### config.mk
export PLATFORM = sky130hd
export DESIGN_NAME = ultrasonic_echo_ranger
export DESIGN_NICKNAME = d
export VERILOG_FILES = /design/src/rtl/uer_pkg.sv /design/src/rtl/uer_front.sv /design/src/rtl/uer_queue.sv /design/src/rtl/uer_back.sv /design/src/rtl/ultrasonic_echo_ranger.sv
export SDC_FILE = /design/constraint.sdc
export NUM_CORES = 1
export LEC_CHECK = 0
export BUFFER_PORTS_ARGS = -buffer_cell sky130_fd_sc_hd__buf_2
export CAP_MARGIN = 20
export CORE_MARGIN = 2
export CORE_UTILIZATION = 35
export CTS_CLUSTER_DIAMETER = 150
export DETAILED_ROUTE_END_ITERATION = 8
export PLACE_DENSITY = 0.59
export SYNTH_ARGS = -nofsm -noshare
export SYNTH_HDL_FRONTEND = slang
export SYNTH_SLANG_ARGS = --single-unit
### constraint.sdc
create_clock -name clk -period 8.12 [get_ports clk]
set_input_delay 1.624 -clock clk [delete_from_list [all_inputs] [get_ports clk]]
set_output_delay 1.624 -clock clk [all_outputs]
set_load 0.01 [all_outputs]
### src/rtl/uer_pkg.sv
// ----------------------------------------------------------------------------
// uer_pkg: shared types and constants of the ultrasonic echo ranger
// phase and status codes, register indexes, the measurement record passed
// from the front to the back, and the constants of the distance scaling
// ----------------------------------------------------------------------------
package uer_pkg;

	// default width of the stamp counter, which advances on every accepted tick
	localparam int STAMP_BITS_DEF = 16;

	// widths of the configuration registers and of the phase counter
	localparam int TRIG_BITS  = 8;
	localparam int WAIT_BITS  = 16;
	localparam int RANGE_BITS = 10;
	localparam int CNT_BITS   = 16;
	localparam int CFG_BITS   = 16;
	localparam int IDX_BITS   = 2;

	// register reset values
	localparam logic [TRIG_BITS-1:0]  TRIG_WIDTH_RST   = 8'd15;
	localparam logic [WAIT_BITS-1:0]  WAIT_LIMIT_RST   = 16'd40000;
	localparam logic [RANGE_BITS-1:0] MAX_RANGE_RST    = 10'd500;

	// register indexes
	localparam logic [IDX_BITS-1:0] REG_TRIG_WIDTH = 2'd0;
	localparam logic [IDX_BITS-1:0] REG_WAIT_LIMIT = 2'd1;
	localparam logic [IDX_BITS-1:0] REG_MAX_RANGE  = 2'd2;

	// duration bits; a 16-bit duration gives a distance of at most 1114 cm
	localparam int DUR_BITS = 16;

	// distance = floor(dur * 17 / 1000) = (dur * DIST_RECIP) >> DIST_SHIFT
	// exact for every 16-bit duration since dur * 312 < 2^26
	localparam int RECIP_BITS = 21;
	localparam logic [RECIP_BITS-1:0] DIST_RECIP = 21'd1140851;
	localparam int DIST_SHIFT = 26;
	localparam int PROD_BITS  = DUR_BITS + RECIP_BITS;
	localparam int DIST_BITS  = PROD_BITS - DIST_SHIFT;
	localparam int DIST_OUT_BITS = 9;
	localparam logic [DIST_BITS-1:0] DIST_FIELD_MAX = 11'd511;

	// decoupling queue
	localparam int QUEUE_DEPTH = 4;

	typedef enum logic [1:0] {
		PH_IDLE = 2'd0,
		PH_TRIG = 2'd1,
		PH_WAIT = 2'd2
	} phase_t;

	typedef enum logic [1:0] {
		ST_OK      = 2'd0,
		ST_TIMEOUT = 2'd1,
		ST_RANGE   = 2'd2
	} status_t;

	// one tick as classified by the front
	typedef struct packed {
		logic                trig;
		logic                busy;
		logic                done;
		logic                timeout;
		logic                over;
		logic [DUR_BITS-1:0] dur;
	} meas_t;

endpackage

### src/rtl/uer_front.sv
// ----------------------------------------------------------------------------
// uer_front: tick sequencer
// runs the idle / trigger / wait phases, the stamp counter and echo edge
// capture, and classifies each accepted tick into a measurement record
// ----------------------------------------------------------------------------
module uer_front #(
	parameter int STAMP_BITS = uer_pkg::STAMP_BITS_DEF
) (
	input  logic                            clk,
	input  logic                            arst_n,
	input  logic                            accept,
	input  logic                            start_req,
	input  logic                            echo_level,
	input  logic [uer_pkg::TRIG_BITS-1:0]   trig_width,
	input  logic [uer_pkg::WAIT_BITS-1:0]   wait_limit,
	output uer_pkg::meas_t                  item
);

	uer_pkg::phase_t                 phase_q, phase_n;
	logic [uer_pkg::CNT_BITS-1:0]    cnt_q, cnt_n;
	logic [STAMP_BITS-1:0]           stamp_q;
	logic [STAMP_BITS-1:0]           rise_q, rise_n;
	logic [STAMP_BITS-1:0]           fall_q, fall_n;
	logic                            prev_echo_q;
	logic                            captured_q, captured_n;
	logic                            trig, done, timeout;
	logic [STAMP_BITS-1:0]           dur;
	logic [uer_pkg::DUR_BITS-1:0]    dur_lo;
	logic                            over;

	always_ff @(posedge clk or negedge arst_n) begin
		if (!arst_n) begin
			phase_q     <= uer_pkg::PH_IDLE;
			cnt_q       <= '0;
			stamp_q     <= '0;
			rise_q      <= '0;
			fall_q      <= '0;
			prev_echo_q <= 1'b0;
			captured_q  <= 1'b0;
		end else if (accept) begin
			phase_q     <= phase_n;
			cnt_q       <= cnt_n;
			stamp_q     <= stamp_q + 1'b1;
			rise_q      <= rise_n;
			fall_q      <= fall_n;
			prev_echo_q <= echo_level;
			captured_q  <= captured_n;
		end
	end

	always_comb begin
		phase_n    = phase_q;
		cnt_n      = cnt_q;
		captured_n = captured_q;
		rise_n     = rise_q;
		fall_n     = fall_q;
		trig       = 1'b0;
		done       = 1'b0;
		timeout    = 1'b0;

		case (phase_q)
			uer_pkg::PH_TRIG: begin
				if (cnt_q < uer_pkg::CNT_BITS'(trig_width)) begin
					trig  = 1'b1;
					cnt_n = cnt_q + 1'b1;
				end else begin
					phase_n = uer_pkg::PH_WAIT;
					cnt_n   = '0;
				end
			end
			uer_pkg::PH_WAIT: begin
			end
			default: begin
				phase_n = uer_pkg::PH_IDLE;
				if (start_req) begin
					captured_n = 1'b0;
					phase_n    = uer_pkg::PH_TRIG;
					cnt_n      = uer_pkg::CNT_BITS'(1);
					trig       = 1'b1;
				end
			end
		endcase

		// echo edges are seen in every phase
		if (echo_level && !prev_echo_q) begin
			rise_n = stamp_q;
		end else if (!echo_level && prev_echo_q) begin
			fall_n     = stamp_q;
			captured_n = 1'b1;
		end

		// wait phase, also on the tick that enters it
		if (phase_n == uer_pkg::PH_WAIT) begin
			if (captured_n) begin
				done    = 1'b1;
				phase_n = uer_pkg::PH_IDLE;
				cnt_n   = '0;
			end else if (cnt_n >= wait_limit) begin
				done    = 1'b1;
				timeout = 1'b1;
				phase_n = uer_pkg::PH_IDLE;
				cnt_n   = '0;
			end else begin
				cnt_n = cnt_n + 1'b1;
			end
		end
	end

	assign dur = fall_n - rise_n;

	generate
		if (STAMP_BITS > uer_pkg::DUR_BITS) begin : g_wide
			assign over   = |dur[STAMP_BITS-1:uer_pkg::DUR_BITS];
			assign dur_lo = dur[uer_pkg::DUR_BITS-1:0];
		end else begin : g_narrow
			assign over   = 1'b0;
			assign dur_lo = uer_pkg::DUR_BITS'(dur);
		end
	endgenerate

	always_comb begin
		item.trig    = trig;
		item.busy    = (phase_n != uer_pkg::PH_IDLE);
		item.done    = done;
		item.timeout = timeout;
		item.over    = over;
		item.dur     = dur_lo;
	end

	// a finished measurement always returns to idle
	a_done_idle: assert property (@(posedge clk) disable iff (!arst_n)
		accept && item.done |=> phase_q == uer_pkg::PH_IDLE)
		else $error("phase not idle after a finished measurement");

	// trigger drive only while a measurement is under way
	a_trig_busy: assert property (@(posedge clk) disable iff (!arst_n)
		item.trig |-> item.busy && !item.done)
		else $error("trigger driven outside the trigger phase");

endmodule

### src/rtl/uer_queue.sv
// ----------------------------------------------------------------------------
// uer_queue: short queue of measurement records
// sits between the sequencer and the distance pipeline
// ----------------------------------------------------------------------------
module uer_queue (
	input  logic            clk,
	input  logic            arst_n,
	input  logic            push,
	input  uer_pkg::meas_t  push_data,
	input  logic            pop,
	output uer_pkg::meas_t  pop_data,
	output logic            full,
	output logic            empty
);

	localparam int PTR_BITS = $clog2(uer_pkg::QUEUE_DEPTH);
	localparam int CNT_BITS = $clog2(uer_pkg::QUEUE_DEPTH + 1);

	uer_pkg::meas_t        mem_q [uer_pkg::QUEUE_DEPTH];
	logic [PTR_BITS-1:0]   wr_ptr_q, rd_ptr_q;
	logic [CNT_BITS-1:0]   count_q;

	assign full     = (count_q == CNT_BITS'(uer_pkg::QUEUE_DEPTH));
	assign empty    = (count_q == '0);
	assign pop_data = mem_q[rd_ptr_q];

	always_ff @(posedge clk) begin
		if (push) begin
			mem_q[wr_ptr_q] <= push_data;
		end
	end

	always_ff @(posedge clk or negedge arst_n) begin
		if (!arst_n) begin
			wr_ptr_q <= '0;
			rd_ptr_q <= '0;
			count_q  <= '0;
		end else begin
			if (push) begin
				wr_ptr_q <= (wr_ptr_q == PTR_BITS'(uer_pkg::QUEUE_DEPTH - 1)) ?
					'0 : wr_ptr_q + 1'b1;
			end
			if (pop) begin
				rd_ptr_q <= (rd_ptr_q == PTR_BITS'(uer_pkg::QUEUE_DEPTH - 1)) ?
					'0 : rd_ptr_q + 1'b1;
			end
			case ({push, pop})
				2'b10:   count_q <= count_q + 1'b1;
				2'b01:   count_q <= count_q - 1'b1;
				default: count_q <= count_q;
			endcase
		end
	end

	a_no_overflow: assert property (@(posedge clk) disable iff (!arst_n)
		full |-> !push || pop)
		else $error("push into a full queue");

	a_no_underflow: assert property (@(posedge clk) disable iff (!arst_n)
		empty |-> !pop)
		else $error("pop from an empty queue");

endmodule

### src/rtl/uer_back.sv
// ----------------------------------------------------------------------------
// uer_back: distance pipeline and result register
// scales the echo duration to centimeters, checks the range and holds
// the result for the output channel
// ----------------------------------------------------------------------------
module uer_back (
	input  logic                            clk,
	input  logic                            arst_n,
	input  logic                            q_empty,
	input  uer_pkg::meas_t                  q_data,
	output logic                            pop,
	input  logic [uer_pkg::RANGE_BITS-1:0]  max_range_cm,
	output logic                            out_valid,
	input  logic                            out_stall,
	output logic                            trig_out,
	output logic                            busy_res,
	output logic                            done_res,
	output logic [1:0]                      status,
	output logic [uer_pkg::DIST_OUT_BITS-1:0] distance_cm
);

	logic                              s1_rdy, out_rdy;
	logic                              valid_s1;
	logic [uer_pkg::PROD_BITS-1:0]     prod_s1;
	logic                              trig_s1, busy_s1, done_s1, timeout_s1, over_s1;
	logic [uer_pkg::DIST_BITS-1:0]     dist_calc;
	uer_pkg::status_t                  st;
	logic [uer_pkg::DIST_OUT_BITS-1:0] dist_res;
	logic                              out_valid_q;
	logic                              trig_q, busy_q, done_q;
	uer_pkg::status_t                  status_q;
	logic [uer_pkg::DIST_OUT_BITS-1:0] dist_q;

	assign out_rdy = !out_valid_q || !out_stall;
	assign s1_rdy  = !valid_s1 || out_rdy;
	assign pop     = !q_empty && s1_rdy;

	// stage 1: multiply by the reciprocal of 1000/17
	always_ff @(posedge clk or negedge arst_n) begin
		if (!arst_n) begin
			valid_s1 <= 1'b0;
		end else if (s1_rdy) begin
			valid_s1 <= !q_empty;
		end
	end

	always_ff @(posedge clk) begin
		if (pop) begin
			prod_s1    <= uer_pkg::PROD_BITS'(q_data.dur) *
				uer_pkg::PROD_BITS'(uer_pkg::DIST_RECIP);
			trig_s1    <= q_data.trig;
			busy_s1    <= q_data.busy;
			done_s1    <= q_data.done;
			timeout_s1 <= q_data.timeout;
			over_s1    <= q_data.over;
		end
	end

	// stage 2: range check and field cleanup
	assign dist_calc = prod_s1[uer_pkg::DIST_SHIFT +: uer_pkg::DIST_BITS];

	always_comb begin
		st       = uer_pkg::ST_OK;
		dist_res = '0;
		if (done_s1) begin
			if (timeout_s1) begin
				st = uer_pkg::ST_TIMEOUT;
			end else if (over_s1 || dist_calc == '0 ||
				dist_calc > uer_pkg::DIST_BITS'(max_range_cm) ||
				dist_calc > uer_pkg::DIST_FIELD_MAX) begin
				st = uer_pkg::ST_RANGE;
			end else begin
				dist_res = dist_calc[uer_pkg::DIST_OUT_BITS-1:0];
			end
		end
	end

	always_ff @(posedge clk or negedge arst_n) begin
		if (!arst_n) begin
			out_valid_q <= 1'b0;
		end else if (out_rdy) begin
			out_valid_q <= valid_s1;
		end
	end

	always_ff @(posedge clk) begin
		if (out_rdy && valid_s1) begin
			trig_q   <= trig_s1;
			busy_q   <= busy_s1;
			done_q   <= done_s1;
			status_q <= st;
			dist_q   <= dist_res;
		end
	end

	assign out_valid   = out_valid_q;
	assign trig_out    = trig_q;
	assign busy_res    = busy_q;
	assign done_res    = done_q;
	assign status      = status_q;
	assign distance_cm = dist_q;

	a_idle_fields: assert property (@(posedge clk) disable iff (!arst_n)
		out_valid_q && !done_q |-> status_q == uer_pkg::ST_OK && dist_q == '0)
		else $error("status or distance set on a tick without a result");

	a_err_no_dist: assert property (@(posedge clk) disable iff (!arst_n)
		out_valid_q && status_q != uer_pkg::ST_OK |-> dist_q == '0)
		else $error("distance reported with an error status");

endmodule

### src/rtl/ultrasonic_echo_ranger.sv
// ----------------------------------------------------------------------------
// ultrasonic_echo_ranger: trigger / echo-time distance meter
// one request per microsecond tick; drives the trigger pulse, times the
// echo pulse and reports distance in centimeters or an error status
//
//   channel  | signals                                         | direction
//   ---------+-------------------------------------------------+----------
//   in       | in_valid, in_stall, start_req, echo_level       | request in
//   out      | out_valid, out_stall, trig_out, busy_res,       | request out
//            | done_res, status, distance_cm                   |
//   cfg      | cfg_wr_en, cfg_index, cfg_data                  | write only
//
// one request per clock while in_stall stays low; every request gives exactly one result
// a request passes from acceptance to out_valid through these registered
// steps:
//   sequencer -> queue -> multiply stage -> result register
// the sequencer takes a request whenever the four-entry queue has room, so
// an output stall is absorbed by the queue and the pipeline before in_stall
// rises; asynchronous reset clears all phases, counters and edge history
// ----------------------------------------------------------------------------
module ultrasonic_echo_ranger #(
	parameter int STAMP_BITS = uer_pkg::STAMP_BITS_DEF
) (
	input  logic                              clk,
	input  logic                              arst_n,
	// request in
	input  logic                              in_valid,
	output logic                              in_stall,
	input  logic                              start_req,
	input  logic                              echo_level,
	// result out
	output logic                              out_valid,
	input  logic                              out_stall,
	output logic                              trig_out,
	output logic                              busy_res,
	output logic                              done_res,
	output logic [1:0]                        status,
	output logic [uer_pkg::DIST_OUT_BITS-1:0] distance_cm,
	// configuration writes
	input  logic                              cfg_wr_en,
	input  logic [uer_pkg::IDX_BITS-1:0]      cfg_index,
	input  logic [uer_pkg::CFG_BITS-1:0]      cfg_data
);

	logic [uer_pkg::TRIG_BITS-1:0]  trig_width_q;
	logic [uer_pkg::WAIT_BITS-1:0]  wait_limit_q;
	logic [uer_pkg::RANGE_BITS-1:0] max_range_q;

	logic           accept;
	uer_pkg::meas_t item;
	uer_pkg::meas_t q_data;
	logic           q_full, q_empty, q_pop;

	// configuration registers; index three is not decoded
	always_ff @(posedge clk or negedge arst_n) begin
		if (!arst_n) begin
			trig_width_q <= uer_pkg::TRIG_WIDTH_RST;
			wait_limit_q <= uer_pkg::WAIT_LIMIT_RST;
			max_range_q  <= uer_pkg::MAX_RANGE_RST;
		end else if (cfg_wr_en) begin
			case (cfg_index)
				uer_pkg::REG_TRIG_WIDTH: trig_width_q <= cfg_data[uer_pkg::TRIG_BITS-1:0];
				uer_pkg::REG_WAIT_LIMIT: wait_limit_q <= cfg_data[uer_pkg::WAIT_BITS-1:0];
				uer_pkg::REG_MAX_RANGE:  max_range_q  <= cfg_data[uer_pkg::RANGE_BITS-1:0];
				default: begin
				end
			endcase
		end
	end

	// the queue only pushes back when all four entries are taken
	assign in_stall = q_full;
	assign accept   = in_valid && !q_full;

	// front: phase sequencing, stamps and edge capture
	uer_front #(
		.STAMP_BITS (STAMP_BITS)
	) u_front (
		.clk        (clk),
		.arst_n     (arst_n),
		.accept     (accept),
		.start_req  (start_req),
		.echo_level (echo_level),
		.trig_width (trig_width_q),
		.wait_limit (wait_limit_q),
		.item       (item)
	);

	// decoupling between tick classification and distance math
	uer_queue u_queue (
		.clk       (clk),
		.arst_n    (arst_n),
		.push      (accept),
		.push_data (item),
		.pop       (q_pop),
		.pop_data  (q_data),
		.full      (q_full),
		.empty     (q_empty)
	);

	// back: distance scaling, range check, result register
	uer_back u_back (
		.clk          (clk),
		.arst_n       (arst_n),
		.q_empty      (q_empty),
		.q_data       (q_data),
		.pop          (q_pop),
		.max_range_cm (max_range_q),
		.out_valid    (out_valid),
		.out_stall    (out_stall),
		.trig_out     (trig_out),
		.busy_res     (busy_res),
		.done_res     (done_res),
		.status       (status),
		.distance_cm  (distance_cm)
	);

endmodule

==> run_results.csv, run 1 <==
group,metric,value,unit
outcome,status,"completed",
timing,slew-limit-headroom,32.4,%
yosys,synth_edf_count,109,
floorplan,start_util,35.6,%
setup_path,crit_path_start_kind,"register",
floorplan,ios,41,
timing,tns,0,ns
setup_path,setup.worst_path.end_class,"register",
layout,area.growth.synth_to_final,11.2,%
route,drt_wl_total,34500,um
setup_path,r2r_start,"u_queue.rd_ptr_q[0]",
clocking,cts-resized-gates,0,
layout,fin_nets,1866,
setup_path,path_max_fanout,15,
yosys,syn_nets,1817,
setup_path,required,8.39,ns
min_path,hold_end,"u_back.trig_out",
yosys,synthArstFlopShare,50.5,%
layout,mostFrequentLayoutCell,"inv_1",
route,postRouteAntennaNets,0,
route,viasPerCell,4.90,
setup_path,r2r-end,"u_back.prod_s1[32]",
timing,finalSetupViolCount,0,
clocking,cts_setup_buffers,0,
floorplan,die_area,48000,um^2
yosys,seq_area_frac_synth,37.5,%
clocking,clk_path_buf_depth,3,
setup_path,crit_type,"register to register",
clocking,cts_tree,"done",
timing,final.setup_skew,0.00999,ns
timing,post-route-period-util,86.2,%
floorplan,dieHeight,219,um
route,wire_per_inst,16.0,um
yosys,ys_types,81,
clocking,cts_hold_buf,0,
timing,setup_ws,1.12,ns
run,cap_violations,0,
route,drc,0,
min_path,whs_path_depth,0,
route,drt_pass1_iterations,5,
timing,period_minus_slack,7.00,ns
timing,rsz0062_at_grt,"false",
global_route,grt_pass1_vias,10800,
global_route,grt_max_degree,64,
yosys,synth_top_area_share,20.2,%
clocking,htree_levels,1,
placed_design,gp_congestion,0.915,
clocking,cts.sinks,220,
placed_design,place_ws,1.02,ns
min_path,hold_path_class,"register to register",
setup_path,crit_chain,"buf_12 -> mux4_2 -> fa_1 -> fa_1 -> ha_1 -> inv_1 -> fa_1 -> fa_1 -> inv_1 -> ha_1 -> ha_1 -> o211ai_1 -> or4_1 -> o221a_2 -> a21oi_1 -> o2111ai_1 -> and2_1 -> nor2b_1 -> o31ai_1 -> xor2_1",
setup_path,cp_slowest_cell,"dfrtp_1",
route,num_vias,10500,
setup_path,crit_family,"adder cells",
floorplan,rows,78,
timing,clock.fmax,143,MHz
setup_path,r2r_setup_slack,1.12,ns
global_route,antenna_found_initial,1,
min_path,hold_start,"u_back.trig_s1",
yosys,syn_area,16200,um^2
floorplan,die_w,219,um
clocking,worstSkewPairLatency,0.53,ns
yosys,syn-mean-instance-area,10.9,um^2
placed_design,io_buffers,40,
yosys,ys_seq_elements,220,
global_route,grt_pass1_wl,56800,um
global_route,grtUsageTotal,14.8,%
layout,finalCoreUtilization,39.6,%
yosys,netlist_instances,1479,
layout,drive_gt1_share,12.3,%
clocking,clk_pin_slew,0.06,ns
layout,final_cell_mix,"inv_1, ha_1, nand2_1, edfxtp_1, dfrtp_1",
yosys,synth_top_cell_by_area,"edfxtp_1",
global_route,grt_overflow_total,0,
setup_path,max_stage_delay,0.68,ns
timing,hold_viol_final,0,
setup_path,path_buf_inv,3,
route,drtIter0Drc,471,
setup_path,path_common_cell,"fa_1",
setup_path,worstRegToRegCells,20,
timing,tightest_slew,1.01,ns
clocking,cts_buffers,25,
yosys,yosys_warnings,0,
clocking,cts-root-buf,"clkbuf_16",
timing,finalMaxSlewViolations,0,
setup_path,arrival,7.28,ns
yosys,synth.area.top_cells,"edfxtp_1, ha_1, dfrtp_1",
floorplan,design.core.area,45500,um^2
placed_design,hpwl,27100,um
yosys,synth_ff_type,"edfxtp_1",
==> per-stage QoR <==
| step | instance area (um^2) | hold slack (ns) | cells |
|---|---|---|---|
| finish | 18000 | 0.433 | 2148 |
| global route | 18000 | 0.456 | 2147 |
| CTS | 18000 | 0.430 | 2145 |
| detailed placement | 17100 | 0.415 | 2099 |
| global placement | 17100 | 0.402 | 2099 |
| floorplan | 16200 | 0.400 | 1479 |
==> state kept, by name, indices dropped and copies added, names as in the netlist, 3 cells and up <==
name / flops
u_front.fall_q: 16
u_queue.count_q: 3
u_front.rise_q: 16
u_front.stamp_q: 16
max_range_q: 10
u_back.distance_cm: 9
u_back.prod_s1: 11
u_queue.mem_q: 80
wait_limit_q: 16
u_front.cnt_q: 16
trig_width_q: 8
==> cell usage after synthesis, types with 5 or more instances <==
library cell	n
inv_1	239
ha_1	220
nand2_1	175
edfxtp_1	109
dfrtp_1	96
fa_1	93
o21ai_0	46
nor2_1	45
a21oi_1	40
mux2_2	34
xnor2_1	30
and3_1	26
nand3_1	23
mux4_2	21
clkbuf_1	17
mux2i_1	17
nor3_1	16
a31oi_1	15
dfstp_2	15
and2_1	14
nand4_1	14
a21o_1	13
xor2_1	13
buf_1	10
nor2b_1	9
o21bai_1	9
nand2b_1	8
o21a_1	8
a211o_1	5
o211ai_1	5
o21ai_1	5
or4_1	5
==> how the worst max path moves through the flow <==
stage | cells past startpoint | start | endpoint | slack, ns
after floorplan | 21 | u_queue.rd_ptr_q[0] | u_back.prod_s1[32] | 1.32
after global placement | 20 | u_queue.rd_ptr_q[0] | u_back.prod_s1[32] | 1.07
after detailed placement | 20 | u_queue.rd_ptr_q[0] | u_back.prod_s1[32] | 1.02
after CTS | 20 | u_queue.rd_ptr_q[0] | u_back.prod_s1[32] | 1.0
after global routing | 20 | u_queue.rd_ptr_q[0] | u_back.prod_s1[32] | 0.70
final | 20 | u_queue.rd_ptr_q[0] | u_back.prod_s1[32] | 1.12
==> cell families (layout without fill, tap and decap cells) <==
group | count (synthesis) | after routing | share of synthesized area (%)
buffers and inverters | 272 | 340 | 6.41
AOI/OAI and AO/OA | 193 | 193 | 8.13
other | 0 | 1 | 0
DFF | 220 | 220 | 37.5
adders and majority gates | 313 | 313 | 28.5
muxes | 73 | 73 | 6.41
xor gates and xnor gates | 43 | 43 | 2.33
and+or+nand+nor | 365 | 365 | 10.7
==> area by class of cell <==
type | count | area, um^2
Clock buffer | 33 | 696
Clock inverter | 13 | 150
Sequential cell | 220 | 6070
Inverter | 242 | 908
Fill cell | 4416 | 27500
Timing Repair Buffer | 52 | 333
Tap cell | 600 | 751
Antenna cell | 1 | 2.50
Multi-Input combinational cell | 987 | 9100
==> metal layers <==
metal | global-route usage (%) | part of all wire [%] | vias to the layer above
li1 | - | - | 5164
met1 | 20.2 | 47 | 5166
met2 | 24.5 | 47 | 152
met3 | 2.43 | 3.8 | 42
met4 | 3.72 | 2.2 | 0
met5 | 0 | 0 | -
==> worst reg2reg max path, stage by stage, from the launching register on <==
cell and delay, ns:
dfrtp_1 0.68, buf_12 0.25, mux4_2 0.67, fa_1 0.58, fa_1 0.43, ha_1 0.30, inv_1 0.05, fa_1 0.50
fa_1 0.55, inv_1 0.05, ha_1 0.28, ha_1 0.30, o211ai_1 0.09, or4_1 0.50, o221a_2 0.34, a21oi_1 0.29
o2111ai_1 0.19, and2_1 0.19, nor2b_1 0.17, o31ai_1 0.24, xor2_1 0.10
Power of run 1 is not shown: default switching activity piles up to over one toggle a cycle in this logic, so the estimate is an artifact.
==> inputs of run 2 (changes only) <==
--- a/config.mk
+++ b/config.mk
@@ -12,6 +12,7 @@
 export CTS_CLUSTER_DIAMETER = 150
 export DETAILED_ROUTE_END_ITERATION = 8
 export PLACE_DENSITY = 0.59
+export REMOVE_ABC_BUFFERS = 1
 export SYNTH_ARGS = -nofsm -noshare
 export SYNTH_HDL_FRONTEND = slang
 export SYNTH_SLANG_ARGS = --single-unit
==> run 2 against run 1 <==
Effect of this change: clock-buffer cell count fell by 6; die area unchanged; global-route usage hardly changed; sequential cell count stayed put; first-iteration DRC count up 28%; worst setup slack better by 0.072 ns; clock skew rose by 0.019 ns; critical endpoint is now u_back.prod_s1[36]; highest routed layer unchanged.
==> run_results.csv, run 2 (synthesis results as in run 1) <==
group,metric,value,unit
layout,area.growth.synth_to_final,10.9,%
timing,rsz0062_at_grt,"false",
min_path,hold_start,"u_back.trig_s1",
setup_path,cp_num_cells,22,
placed_design,io_buffers,40,
layout,fillers,4408,
layout,multi_input_area,9100,um^2
timing,slew-limit-headroom,29.3,%
setup_path,crit_chain,"buf_4 -> mux4_2 -> inv_1 -> ha_1 -> fa_1 -> fa_1 -> inv_1 -> fa_1 -> fa_1 -> inv_1 -> fa_1 -> inv_1 -> ha_1 -> a21oi_1 -> o21ai_0 -> a211oi_1 -> o21bai_1 -> o2111ai_1 -> nand4_1 -> a31oi_1 -> o21bai_1 -> xor2_1",
floorplan,ios,41,
global_route,grt_overflow_total,0,
global_route,grtUsageTotal,14.8,%
layout,fin_nets,1865,
setup_path,crit_family,"adder cells",
setup_path,path_buf_inv,5,
setup_path,path_max_fanout,19,
route,viasPerCell,4.91,
setup_path,cp-endpoint,"u_back.prod_s1[36]",
route,drtIter0Drc,603,
setup_path,arrival,7.22,ns
layout,mostFrequentLayoutCell,"inv_1",
floorplan,die_w,219,um
floorplan,dieHeight,219,um
layout,drive_gt1_share,12.2,%
setup_path,r2r_setup_slack,1.19,ns
setup_path,path_common_cell,"fa_1",
timing,tightest_slew,1.06,ns
timing,hold_viol_final,0,
route,num_vias,10500,
floorplan,rows,78,
setup_path,required,8.41,ns
timing,finalMaxSlewViolations,0,
route,wire_per_inst,16.1,um
layout,top_register,"u_queue.mem_q",
setup_path,cp_slowest_cell,"dfrtp_1",
clocking,cts_tree,"done",
route,postRouteAntennaNets,0,
global_route,grt_pass1_vias,10700,
setup_path,setup.worst_path.end_class,"register",
floorplan,start_util,35.6,%
timing,tns,0,ns
clocking,cts_hold_buf,0,
clocking,cts_setup_buffers,0,
run,cap_violations,0,
setup_path,cp-startpoint,"u_queue.rd_ptr_q[1]",
clocking,clk_path_buf_depth,3,
placed_design,dpl.cell_count,2100,
global_route,grt_pass1_wl,56900,um
layout,n_antenna_cell,0,
layout,seq_area,6070,um^2
outcome,status,"completed",
floorplan,design.core.area,45500,um^2
timing,clock.fmax,144,MHz
timing,timing.hold.ws,0.418,ns
placed_design,gp_congestion,0.930,
timing,final.setup_skew,0.0288,ns
layout,finalNonFillerCells,2146,
min_path,whs_path_depth,0,
setup_path,r2r-end,"u_back.prod_s1[36]",
global_route,grt_max_degree,67,
clocking,worstSkewPairLatency,0.54,ns
timing,post-route-period-util,85.4,%
layout,largest_register_ffs,80,
clocking,clk_pin_slew,0.06,ns
clocking,cts_buffers,25,
route,drc,0,
clocking,htree_levels,1,
clocking,cts-resized-gates,0,
min_path,hold_path_class,"register to register",
timing,finalSetupViolCount,0,
setup_path,crit_type,"register to register",
timing,period_minus_slack,6.93,ns
placed_design,hpwl,27000,um
route,drt_pass1_iterations,5,
clocking,cts-root-buf,"clkbuf_16",
setup_path,r2r_start,"u_queue.rd_ptr_q[1]",
setup_path,max_stage_delay,0.87,ns
global_route,antenna_found_initial,1,
setup_path,crit_path_start_kind,"register",
floorplan,die_area,48000,um^2
clocking,cts.sinks,220,
route,drt_wl_total,34600,um
layout,final_cell_mix,"inv_1, ha_1, nand2_1, edfxtp_1, dfrtp_1",
setup_path,worstRegToRegCells,22,
## run 2: how the worst min path moves through the flow
stage | end | slack, ns
CTS | u_back.trig_out | 0.42
floorplan | u_back.busy_res | 0.40
global placement | u_back.trig_out | 0.41
global route | u_back.trig_out | 0.43
detailed placement | u_back.trig_out | 0.41
finish | u_back.trig_out | 0.42
## run 2: final cells by class
type                    instances  area share, %
repair buffers                 51           1.59
multi-input cells             987           50.7
flip-flops and latches        220           33.8
clock buffers                  27           3.52
well taps                     600           4.18
clock inverters                19           1.20
inverters                     242           5.06
## run 2: stage by stage
step / instance area, um^2 / setup slack (ns) / util (%)
final: 18000 / 1.19 / 39.5
after global routing: 18000 / 0.746 / 39.5
after global placement: 17100 / 1.24 / 37.6
after floorplan: 16100 / 1.35 / -
after CTS: 18000 / 1.11 / 39.5
after detailed placement: 17100 / 1.12 / 37.6
## run 2: layer usage
| layer | vias to the layer above | GRT usage [%] | share of wire (%) |
|---|---|---|---|
| met5 | - | 0 | 0 |
| met4 | 0 | 3.02 | 1.5 |
| met2 | 152 | 25.4 | 48 |
| met3 | 34 | 1.68 | 3.1 |
| li1 | 5171 | - | - |
| met1 | 5175 | 20.2 | 47 |
Power of run 2 is left out for the same reason.
==> inputs of run 3 (changes only) <==
--- a/config.mk
+++ b/config.mk
@@ -11,7 +11,7 @@
 export CORE_UTILIZATION = 35
 export CTS_CLUSTER_DIAMETER = 150
 export DETAILED_ROUTE_END_ITERATION = 8
-export PLACE_DENSITY = 0.59
+export PLACE_DENSITY = 0.6
 export REMOVE_ABC_BUFFERS = 1
 export SYNTH_ARGS = -nofsm -noshare
 export SYNTH_HDL_FRONTEND = slang
==> constraint.sdc (replaced) <==
create_clock -name clk -period 6.2 [get_ports clk]
set_input_delay 1.24 -clock clk [delete_from_list [all_inputs] [get_ports clk]]
set_output_delay 1.24 -clock clk [all_outputs]
set_load 0.01 [all_outputs]
==> run 3 against run 2 <==
Effect of this change: the run now ends with negative setup slack left; utilization increased by 2.2 points; clock-buffer cell count increased by 9; sequential share of layout area shrank 1.8 points; sequential cell count unchanged; die area stayed put; critical path type unchanged; critical endpoint unchanged.
==> run_results.csv, run 3 (synthesis results as in run 1) <==
group,metric,value,unit
global_route,grt_pass1_wl,58300,um
floorplan,die_w,219,um
clocking,cts_hold_buf,0,
global_route,antenna_found_initial,1,
global_route,grt_pass1_vias,11300,
route,drt_pass1_iterations,5,
global_route,grtUsageTotal,15.0,%
layout,final_cell_mix,"inv_1, ha_1, nand2_1, edfxtp_1, dfrtp_1",
floorplan,dieHeight,219,um
clocking,htree_levels,1,
route,postRouteAntennaNets,0,
setup_path,required,6.48,ns
route,drt_wl_total,34700,um
layout,area.growth.synth_to_final,17.1,%
clocking,clk_path_buf_depth,3,
outcome,status,"finished, violations left",
timing,setup_ws,-0.0314,ns
timing,finalSetupViolCount,2,
placed_design,hpwl,26600,um
global_route,grt_overflow_total,0,
setup_path,cp_slowest_cell,"mux4_2",
floorplan,ios,41,
floorplan,design.core.area,45500,um^2
setup_path,crit_family,"adder cells",
floorplan,die_area,48000,um^2
layout,top_register,"u_queue.mem_q",
clocking,worstSkewPairLatency,0.54,ns
layout,fillers,4324,
layout,mostFrequentLayoutCell,"inv_1",
placed_design,io_buffers,40,
floorplan,start_util,35.6,%
placed_design,dpl.cell_count,2153,
setup_path,max_stage_delay,0.56,ns
placed_design,place_ws,-0.295,ns
run,cap_violations,0,
route,viasPerCell,4.87,
layout,finalCoreUtilization,41.7,%
clocking,cts-root-buf,"clkbuf_16",
min_path,hold_path_class,"register to register",
timing,slew-limit-headroom,30.9,%
setup_path,setup.worst_path.end_class,"register",
setup_path,arrival,6.51,ns
route,num_vias,10800,
timing,hold_viol_final,0,
timing,tightest_slew,1.04,ns
timing,clock.fmax,160,MHz
layout,largest_register_ffs,80,
setup_path,crit_type,"register to register",
outcome,violations,"negative setup slack",
timing,tns,-0.0396,ns
clocking,cts_tree,"done",
placed_design,gp_congestion,0.877,
clocking,cts.sinks,220,
timing,rsz0062_at_grt,"true",
layout,fin_nets,1938,
route,drc,0,
setup_path,path_max_fanout,6,
setup_path,path_buf_inv,5,
timing,period_minus_slack,6.23,ns
layout,multi_input_area,9470,um^2
setup_path,crit_path_start_kind,"register",
setup_path,crit_chain,"buf_12 -> buf_6 -> mux4_2 -> buf_6 -> fa_2 -> ha_1 -> inv_1 -> fa_2 -> fa_1 -> inv_1 -> fa_1 -> fa_1 -> ha_1 -> a21o_1 -> a21o_1 -> a211oi_2 -> o21bai_2 -> o2111ai_4 -> nand4_1 -> a31oi_2 -> o21bai_1 -> xor2_1",
layout,finalNonFillerCells,2220,
clocking,clk_pin_slew,0.06,ns
route,wire_per_inst,15.6,um
setup_path,path_common_cell,"fa_1",
timing,post-route-period-util,101,%
route,drtIter0Drc,504,
layout,seq_area,6070,um^2
timing,final.setup_skew,0.0327,ns
layout,drive_gt1_share,20.3,%
timing,finalMaxSlewViolations,0,
floorplan,rows,78,
clocking,cts_buffers,25,
global_route,grt_max_degree,71,
-- run 3: layer usage --
layer | vias up | global-route usage, % | wire (um)
met4 | 0 | 3.13 | 505
met1 | 5297 | 20.1 | 16100
met5 | - | 0 | 0
met2 | 141 | 26.2 | 17100
met3 | 39 | 1.64 | 895
li1 | 5327 | - | -
-- run 3: path summary, 6_finish.rpt --
| path | from | to | slack (ns) | cells past startpoint |
|---|---|---|---|---|
| setup / recovery | u_queue.rd_ptr_q[0] | u_back.prod_s1[36] | -0.03 | 22 |
| hold / removal | u_front.fall_q[14] | u_front.fall_q[14] | 0.48 | 2 |
| setup reg to reg | u_queue.rd_ptr_q[0] | u_back.prod_s1[36] | -0.03 | 22 |
| hold reg to reg | u_front.fall_q[14] | u_front.fall_q[14] | 0.48 | 2 |
| max in group asynchronous | arst_n | u_front.rise_q[1] | 4.20 | 2 |
| min in group asynchronous | arst_n | wait_limit_q[14] | 0.75 | 1 |
-- run 3: worst reg2reg max path, cell delays in order (launching register included) --
cell and delay (ns):
dfrtp_2 0.43, buf_12 0.14, buf_6 0.10, mux4_2 0.56
buf_6 0.16, fa_2 0.52, ha_1 0.13, inv_1 0.05
fa_2 0.34, fa_1 0.50, inv_1 0.06, fa_1 0.55
fa_1 0.41, ha_1 0.32, a21o_1 0.17, a21o_1 0.18
a211oi_2 0.30, o21bai_2 0.15, o2111ai_4 0.21, nand4_1 0.20
a31oi_2 0.25, o21bai_1 0.10, xor2_1 0.15
-- run 3: per-stage QoR --
step	hold WS [ns]	cell area, um^2
final	0.476	19000
after global routing	0.499	19000
after CTS	0.478	18800
after detailed placement	0.463	17500
after global placement	0.456	17500
after floorplan	0.400	16100
-- run 3: timing repair --
action,4_1_cts,5_1_grt
setup endpoints to repair,6,8
resized for setup,66,28
gates cloned,1,0
setup buffers,15,2
pin swaps,62,34
-- run 3: final cells by class --
| class | count | share of cell area [%] |
|---|---|---|
| antenna | 1 | 0.0132 |
| multi-input combinational | 987 | 50.0 |
| tap | 600 | 3.96 |
| sequential | 220 | 32.0 |
| timing repair buffer | 124 | 5.09 |
| inverter | 242 | 4.79 |
| clock buffer | 36 | 3.84 |
| clock inverter | 10 | 0.350 |
Power of run 3 is left out for the same reason.
